[config.mk]
export PLATFORM = sky130hd
export DESIGN_NAME = pwm_divider_top_search
export DESIGN_NICKNAME = d
export VERILOG_FILES = /design/src/pwmdiv_pkg.sv /design/src/pwm_divider_top_search.sv /design/src/pwmdiv_divider.sv /design/src/pwmdiv_recip.sv
export SDC_FILE = /design/constraint.sdc
export NUM_CORES = 2
export LEC_CHECK = 0
export BUFFER_PORTS_ARGS = -buffer_cell sky130_fd_sc_hd__buf_2
export CAP_MARGIN = 40
export CORE_ASPECT_RATIO = 1.5
export CORE_MARGIN = 2
export CORE_UTILIZATION = 65
export DETAILED_ROUTE_END_ITERATION = 8
export GPL_TIMING_DRIVEN = 0
export PLACE_DENSITY = 0.86
export SLEW_MARGIN = 20
export SYNTH_ARGS = -nofsm -noshare
export SYNTH_HDL_FRONTEND = slang
export SYNTH_SLANG_ARGS = --single-unit
[constraint.sdc]
create_clock -name clk -period 11.8 [get_ports clk]
set_clock_uncertainty 0.15 [all_clocks]
set_input_delay 1.18 -clock clk [delete_from_list [all_inputs] [get_ports clk]]
set_output_delay 1.18 -clock clk [all_outputs]
set_load 0.02 [all_outputs]
[src/pwmdiv_pkg.sv]
// Shared constants for the PWM divider and wrap search block.
`timescale 1ns / 1ps

package pwmdiv_pkg;

    localparam int unsigned DATA_W = 32;
    localparam int unsigned CLK_W  = 28;
    localparam int unsigned WRAP_W = 16;

    localparam logic [WRAP_W-1:0] TOP_LIMIT = 16'd65534;

    localparam logic [DATA_W-1:0] RECIP_FIVE  = 32'hCCCC_CCCD;
    localparam logic [DATA_W-1:0] RECIP_THREE = 32'hAAAA_AAAB;

    localparam logic [DATA_W-1:0] MIN_D_FIVE  = 32'd80;
    localparam logic [DATA_W-1:0] MIN_D_THREE = 32'd48;
    localparam logic [DATA_W-1:0] MIN_D_TWO   = 32'd32;
    localparam logic [DATA_W-1:0] DIV_MIN     = 32'd16;
    localparam logic [DATA_W-1:0] DIV_MAX     = 32'd4096;

    localparam logic [CLK_W-1:0] SYS_CLOCK_RESET = 28'd125000000;

    typedef enum logic [1:0] {
        ST_OK   = 2'd0,
        ST_HIGH = 2'd1,
        ST_LOW  = 2'd2,
        ST_ZERO = 2'd3
    } status_t;

endpackage

[src/pwm_divider_top_search.sv]
// Top level: PWM clock divider and wrap search sequencer.
//
//  channel | valid     | flow control | payload
//  --------+-----------+--------------+--------------------------------
//  input   | in_valid  | in_stall     | target_freq
//  output  | out_valid | out_stall    | divider_q4, wrap_top, status
//  config  | cfg_valid | cfg_ready    | sys_clock_hz
//
// A request runs the 32-step division, then search rounds that each try a five
// and, where that fails, a three or a two; the closing round takes none of them.
// A zero frequency goes straight to the result.
// A finished request waits in the result register on out_stall while the next
// one is taken; the one after that holds in_stall high until it moves on.
// Reset sets sys_clock_hz to 125 MHz and empties the output register.
`timescale 1ns / 1ps

module pwm_divider_top_search
    import pwmdiv_pkg::*;
(
    input  logic              clk,
    input  logic              rst_n,
    input  logic              in_valid,
    output logic              in_stall,
    input  logic [DATA_W-1:0] target_freq,
    output logic              out_valid,
    input  logic              out_stall,
    output logic [DATA_W-1:0] divider_q4,
    output logic [WRAP_W-1:0] wrap_top,
    output logic [1:0]        status,
    input  logic              cfg_valid,
    output logic              cfg_ready,
    input  logic [CLK_W-1:0]  sys_clock_hz
);

    typedef enum logic [2:0] {
        S_IDLE,
        S_DIV,
        S_MUL5,
        S_TEST5,
        S_MUL3,
        S_TEST3,
        S_DONE
    } state_t;

    state_t            state_reg, state_next;
    logic [CLK_W-1:0]  clk_hz_reg, clk_hz_next;
    logic [DATA_W-1:0] d_reg, d_next;
    logic [WRAP_W-1:0] wrap_reg, wrap_next;
    status_t           st_reg, st_next;
    logic              out_valid_reg, out_valid_next;
    logic [DATA_W-1:0] out_div_reg, out_div_next;
    logic [WRAP_W-1:0] out_wrap_reg, out_wrap_next;
    status_t           out_st_reg, out_st_next;

    logic              div_start;
    logic              div_done;
    logic [DATA_W-1:0] div_quo;
    logic              mul_load;
    logic              mul_five;
    logic [DATA_W-1:0] mul_quo;
    logic              mul_exact;

    logic [WRAP_W+2:0] wrap_x5;
    logic [WRAP_W+1:0] wrap_x3;
    logic [WRAP_W:0]   wrap_x2;

    assign wrap_x5 = {1'b0, wrap_reg, 2'b00} + {3'b000, wrap_reg};
    assign wrap_x3 = {1'b0, wrap_reg, 1'b0} + {2'b00, wrap_reg};
    assign wrap_x2 = {wrap_reg, 1'b0};

    pwmdiv_divider u_div (
        .clk      (clk),
        .rst_n    (rst_n),
        .start    (div_start),
        .dividend ({clk_hz_reg, 4'b0000}),
        .divisor  (target_freq),
        .done     (div_done),
        .quotient (div_quo)
    );

    pwmdiv_recip u_recip (
        .clk      (clk),
        .load     (mul_load),
        .sel_five (mul_five),
        .operand  (d_reg),
        .quotient (mul_quo),
        .exact    (mul_exact)
    );

    assign in_stall  = state_reg != S_IDLE;
    assign cfg_ready = 1'b1;
    assign mul_load  = (state_reg == S_MUL5) || (state_reg == S_MUL3);
    assign mul_five  = state_reg == S_MUL5;
    assign div_start = (state_reg == S_IDLE) && in_valid && (target_freq != '0);

    always_comb
    begin
        state_next     = state_reg;
        clk_hz_next    = clk_hz_reg;
        d_next         = d_reg;
        wrap_next      = wrap_reg;
        st_next        = st_reg;
        out_valid_next = out_valid_reg && out_stall;
        out_div_next   = out_div_reg;
        out_wrap_next  = out_wrap_reg;
        out_st_next    = out_st_reg;

        if (cfg_valid)
        begin
            clk_hz_next = sys_clock_hz;
        end

        unique case (state_reg)
            S_IDLE:
            begin
                if (in_valid)
                begin
                    if (target_freq == '0)
                    begin
                        d_next     = '0;
                        wrap_next  = WRAP_W'(1);
                        st_next    = ST_ZERO;
                        state_next = S_DONE;
                    end
                    else
                    begin
                        state_next = S_DIV;
                    end
                end
            end
            S_DIV:
            begin
                if (div_done)
                begin
                    d_next     = div_quo;
                    wrap_next  = WRAP_W'(1);
                    state_next = S_MUL5;
                end
            end
            S_MUL5:
            begin
                state_next = S_TEST5;
            end
            S_TEST5:
            begin
                if (d_reg >= MIN_D_FIVE && mul_exact
                    && wrap_x5 <= {3'b000, TOP_LIMIT})
                begin
                    d_next     = mul_quo;
                    wrap_next  = wrap_x5[WRAP_W-1:0];
                    state_next = S_MUL5;
                end
                else
                begin
                    state_next = S_MUL3;
                end
            end
            S_MUL3:
            begin
                state_next = S_TEST3;
            end
            S_TEST3:
            begin
                if (d_reg >= MIN_D_THREE && mul_exact
                    && wrap_x3 <= {2'b00, TOP_LIMIT})
                begin
                    d_next     = mul_quo;
                    wrap_next  = wrap_x3[WRAP_W-1:0];
                    state_next = S_MUL5;
                end
                else if (d_reg >= MIN_D_TWO && wrap_x2 <= {1'b0, TOP_LIMIT})
                begin
                    d_next     = {1'b0, d_reg[DATA_W-1:1]};
                    wrap_next  = wrap_x2[WRAP_W-1:0];
                    state_next = S_MUL5;
                end
                else
                begin
                    priority if (d_reg < DIV_MIN)
                    begin
                        d_next    = '0;
                        wrap_next = WRAP_W'(1);
                        st_next   = ST_HIGH;
                    end
                    else if (d_reg >= DIV_MAX)
                    begin
                        d_next    = '0;
                        wrap_next = WRAP_W'(1);
                        st_next   = ST_LOW;
                    end
                    else
                    begin
                        st_next = ST_OK;
                    end
                    state_next = S_DONE;
                end
            end
            S_DONE:
            begin
                if (!out_valid_reg || !out_stall)
                begin
                    out_valid_next = 1'b1;
                    out_div_next   = d_reg;
                    out_wrap_next  = wrap_reg;
                    out_st_next    = st_reg;
                    state_next     = S_IDLE;
                end
            end
            default:
            begin
                state_next = S_IDLE;
            end
        endcase
    end

    always_ff @(posedge clk or negedge rst_n)
    begin
        if (!rst_n)
        begin
            state_reg     <= S_IDLE;
            clk_hz_reg    <= SYS_CLOCK_RESET;
            d_reg         <= '0;
            wrap_reg      <= WRAP_W'(1);
            st_reg        <= ST_OK;
            out_valid_reg <= 1'b0;
            out_div_reg   <= '0;
            out_wrap_reg  <= WRAP_W'(1);
            out_st_reg    <= ST_OK;
        end
        else
        begin
            state_reg     <= state_next;
            clk_hz_reg    <= clk_hz_next;
            d_reg         <= d_next;
            wrap_reg      <= wrap_next;
            st_reg        <= st_next;
            out_valid_reg <= out_valid_next;
            out_div_reg   <= out_div_next;
            out_wrap_reg  <= out_wrap_next;
            out_st_reg    <= out_st_next;
        end
    end

    assign out_valid  = out_valid_reg;
    assign divider_q4 = out_div_reg;
    assign wrap_top   = out_wrap_reg;
    assign status     = out_st_reg;

endmodule

[src/pwmdiv_divider.sv]
// Restoring radix-2 divider, one quotient bit per cycle.
`timescale 1ns / 1ps

module pwmdiv_divider
    import pwmdiv_pkg::*;
(
    input  logic              clk,
    input  logic              rst_n,
    input  logic              start,
    input  logic [DATA_W-1:0] dividend,
    input  logic [DATA_W-1:0] divisor,
    output logic              done,
    output logic [DATA_W-1:0] quotient
);

    logic [DATA_W-1:0]         rem_reg, rem_next;
    logic [DATA_W-1:0]         quo_reg, quo_next;
    logic [DATA_W-1:0]         dsr_reg, dsr_next;
    logic [$clog2(DATA_W)-1:0] cnt_reg, cnt_next;
    logic                      busy_reg, busy_next;
    logic                      done_reg, done_next;
    logic [DATA_W:0]           trial;
    logic [DATA_W:0]           diff;
    logic                      ge;

    assign trial = {rem_reg, quo_reg[DATA_W-1]};
    assign diff  = trial - {1'b0, dsr_reg};
    assign ge    = trial >= {1'b0, dsr_reg};

    always_comb
    begin
        rem_next  = rem_reg;
        quo_next  = quo_reg;
        dsr_next  = dsr_reg;
        cnt_next  = cnt_reg;
        busy_next = busy_reg;
        done_next = 1'b0;
        if (start)
        begin
            rem_next  = '0;
            quo_next  = dividend;
            dsr_next  = divisor;
            cnt_next  = '0;
            busy_next = 1'b1;
        end
        else if (busy_reg)
        begin
            rem_next = ge ? diff[DATA_W-1:0] : trial[DATA_W-1:0];
            quo_next = {quo_reg[DATA_W-2:0], ge};
            cnt_next = cnt_reg + 1'b1;
            if (cnt_reg == '1)
            begin
                busy_next = 1'b0;
                done_next = 1'b1;
            end
        end
    end

    always_ff @(posedge clk or negedge rst_n)
    begin
        if (!rst_n)
        begin
            rem_reg  <= '0;
            quo_reg  <= '0;
            dsr_reg  <= '0;
            cnt_reg  <= '0;
            busy_reg <= 1'b0;
            done_reg <= 1'b0;
        end
        else
        begin
            rem_reg  <= rem_next;
            quo_reg  <= quo_next;
            dsr_reg  <= dsr_next;
            cnt_reg  <= cnt_next;
            busy_reg <= busy_next;
            done_reg <= done_next;
        end
    end

    assign done     = done_reg;
    assign quotient = quo_reg;

endmodule

[src/pwmdiv_recip.sv]
// Shared reciprocal multiplier: divides by five or three and flags exactness.
`timescale 1ns / 1ps

module pwmdiv_recip
    import pwmdiv_pkg::*;
(
    input  logic              clk,
    input  logic              load,
    input  logic              sel_five,
    input  logic [DATA_W-1:0] operand,
    output logic [DATA_W-1:0] quotient,
    output logic              exact
);

    logic [2*DATA_W-1:0] prod_reg;
    logic [DATA_W-1:0]   op_reg;
    logic                five_reg;
    logic [DATA_W+1:0]   back;

    always_ff @(posedge clk)
    begin
        if (load)
        begin
            prod_reg <= operand * (sel_five ? RECIP_FIVE : RECIP_THREE);
            op_reg   <= operand;
            five_reg <= sel_five;
        end
    end

    // q = floor(x * ceil(2^34/5) / 2^34) or floor(x * ceil(2^33/3) / 2^33)
    assign quotient = five_reg ? {2'b00, prod_reg[2*DATA_W-1:DATA_W+2]}
                               : {1'b0, prod_reg[2*DATA_W-1:DATA_W+1]};

    assign back = five_reg ? ({quotient, 2'b00} + {2'b00, quotient})
                           : ({1'b0, quotient, 1'b0} + {2'b00, quotient});

    assign exact = back == {2'b00, op_reg};

endmodule

==> metrics <==
status=finished, final reports clean; Cells after DPL=about 4600; first-pass GRT wire length=~170 mm; crit path time final=between 10 and 15 ns; number of nets with antenna violations after routing=0; max_cap viols=0; Top Ports=~120; ratio of final minimum period to clock period=a little over nine tenths; routed wire length per instance=23.2 um; slowest cell delay on critical path=around 0.66 ns; clock tree from TritonCTS=built; share of cells above drive strength 1=roughly 8.6%; crit-path max FO=10; CP max stage cell=fa_1; clk sinks=299; CP Class=flop to flop; CP Data Required Time=~12 ns; Final Max Tran Viols=0; Yosys warnings=0; CTS resizes=7; Non-Filler Instances=4648; Critical Path AT=11.55 ns; most frequent cells in the layout=inv_1 (597), ha_1 (418), fa_1 (328); post-synthesis sequential area ratio=22.4%; dominant cell type by area after synthesis=fa_1; Tightest Pin Transition=about 0.84 ns; post-layout utilization of the core=between 70 and 80%; IO buf count=115; Hold Buf Count CTS=0; fill cell count=around 4100; Syn Area/Cell=around 9.3 um^2; via count=around 29000; vias in the first global route=about 31000; Hold Path Class=flop to flop; area grow syn2layout=8.32%; synth top area cells=fa_1 (19%), dfrtp_1 (16%), ha_1 (15%); Num CTS Buffers=31; detailed-route DRC error count=0; Max H-tree Level=1; initial antenna violation count=3; detailed placer's ending HPWL=between 80 and 90 mm; initial core utilization=about two thirds; WL final=approximately 110 mm; Top FF cell, synth=dfrtp_1; GRT Residual Overflow=0; number of DRC markers in iteration 0=just under 2000; synthesized cell area=about 0.035 mm^2; die area=0.0557 mm^2; clk buf depth=3; core area=between 0.05 and 0.06 mm^2; Global Route Usage Sum=between 30 and 40%; Die Y-Extent=288 um; post-CTS setup buffer count=0; final count of hold timing violations=0; largest net degree at the start of global routing=a little under 100; Synth top area share=between 10% and 20%; fin nets=4744; Clk pin slew, worst setup/hold paths=0.07 ns; clk root buf=clkbuf_16; GP Congestion=1.05; relative max-transition margin=between 40% and 50%; synth unique cells=a little under 90; Post-synth EDFFs=64; RSZ-0062 raised after global routing=no; ys async rst share=about four fifths; clk_lat worst skew=approximately 0.62 ns; DR vias/cell=approximately 6.3; Startpoint Class=flop; crit path capture type=flop; setup violators final=0; Yosys reg bits=299; first drt pass iteration count=7; most common cell after layout, fill and taps aside=inv_1; row count=104; Mapped Cells=3753; die width=just under 200 um; fmax=88.0 MHz
routing by layer:
layer | routed length (um) | vias to the layer above | global-route usage [%]
met5 | 13 | - | 0.0861
met4 | 10600 | 2 | 33.0
met2 | 53100 | 1295 | 67.6
met3 | 7510 | 457 | 6.47
li1 | - | 13200 | -
met1 | 36500 | 14300 | 41.7
worst max-delay path, delay by kind of cell, from the launching register on:
family / cells / cell delay [ns]
adders and majority gates: 9 / 4.60
buffers and inverters: 11 / 1.96
and+or+nand+nor: 8 / 1.92
AOI/OAI and AO/OA: 6 / 1.71
DFF: 1 / 0.55
xor gates and xnor gates: 1 / 0.13
synthesized netlist by cell type, types with 8 or more instances:
master and n:
and2_1 26, dfrtp_1 220, a221oi_1 11, nor2b_1 31, dfstp_2 15, fa_1 328, o21ai_0 199, a211oi_1 80
nand2_1 254, nor3b_1 11, xor2_1 45, ha_1 418, a2111oi_0 10, or4_1 9, mux2_2 85, buf_2 12
mux2i_1 81, nand4_1 38, nand2b_1 18, nor4_1 26, o21bai_1 22, or3_1 19, o31ai_1 24, clkbuf_1 116
o211ai_1 17, nor3_1 42, and3_1 16, a21o_1 70, o22ai_1 33, a31oi_1 17, a22oi_1 8, a21oi_1 231
xnor2_1 118, a21boi_0 9, o21a_1 33, or2_2 10, inv_1 598, nor2_1 184, nand3_1 52, edfxtp_1 64
logic make-up after synthesis:
| group | share of synthesized area (%) |
|---|---|
| xor+xnor | 4.15 |
| flops | 22.4 |
| mux | 5.06 |
| other cells | 0.0215 |
| compound gates | 15.9 |
| buf+inv | 8.07 |
| simple gates | 10.6 |
| fa+ha+maj | 33.8 |
area by class of cell:
type	instances	area (um^2)	share of cell area (%)
Clock inverter	21	274	0.724
Tap cell	689	862	2.28
Antenna cell	1	2.50	0.00661
Inverter	600	2260	5.96
Timing Repair Buffer	133	815	2.15
Buffer	138	568	1.50
Multi-Input combinational cell	2730	24400	64.4
Clock buffer	37	861	2.27
Sequential cell	299	7820	20.7
path summary, 6_finish.rpt:
| kind | end | startpoint | slack [ns] | cells past startpoint |
|---|---|---|---|---|
| worst max-delay path | u_recip.prod_reg[63] | state_reg[1] | 0.44 | 35 |
| worst min-delay path | u_div.dsr_reg[0] | u_div.dsr_reg[0] | 0.34 | 2 |
| worst max register to register | u_recip.prod_reg[63] | state_reg[1] | 0.44 | 35 |
| worst min register to register | u_div.dsr_reg[0] | u_div.dsr_reg[0] | 0.34 | 2 |
| max in group asynchronous | clk_hz_reg[11] | rst_n | 9.84 | 3 |
| min in group asynchronous | wrap_top[6] | rst_n | 0.40 | 1 |
per-stage QoR:
step / setup WS, ns / hold WS (ns) / TNS (ns) / cell area (um^2)
after floorplan: 2.51 / 0.294 / 0 / 35000
after global placement: -0.560 / 0.307 / -3.65 / 36400
after detailed placement: -0.852 / 0.327 / -7.20 / 36600
after CTS: 0.0700 / 0.345 / 0 / 37700
after global routing: 0.0780 / 0.373 / 0 / 37800
final: 0.442 / 0.343 / 0 / 37800
Power is not shown: default switching activity piles up to over one toggle a cycle in this logic, so the estimate is an artifact.
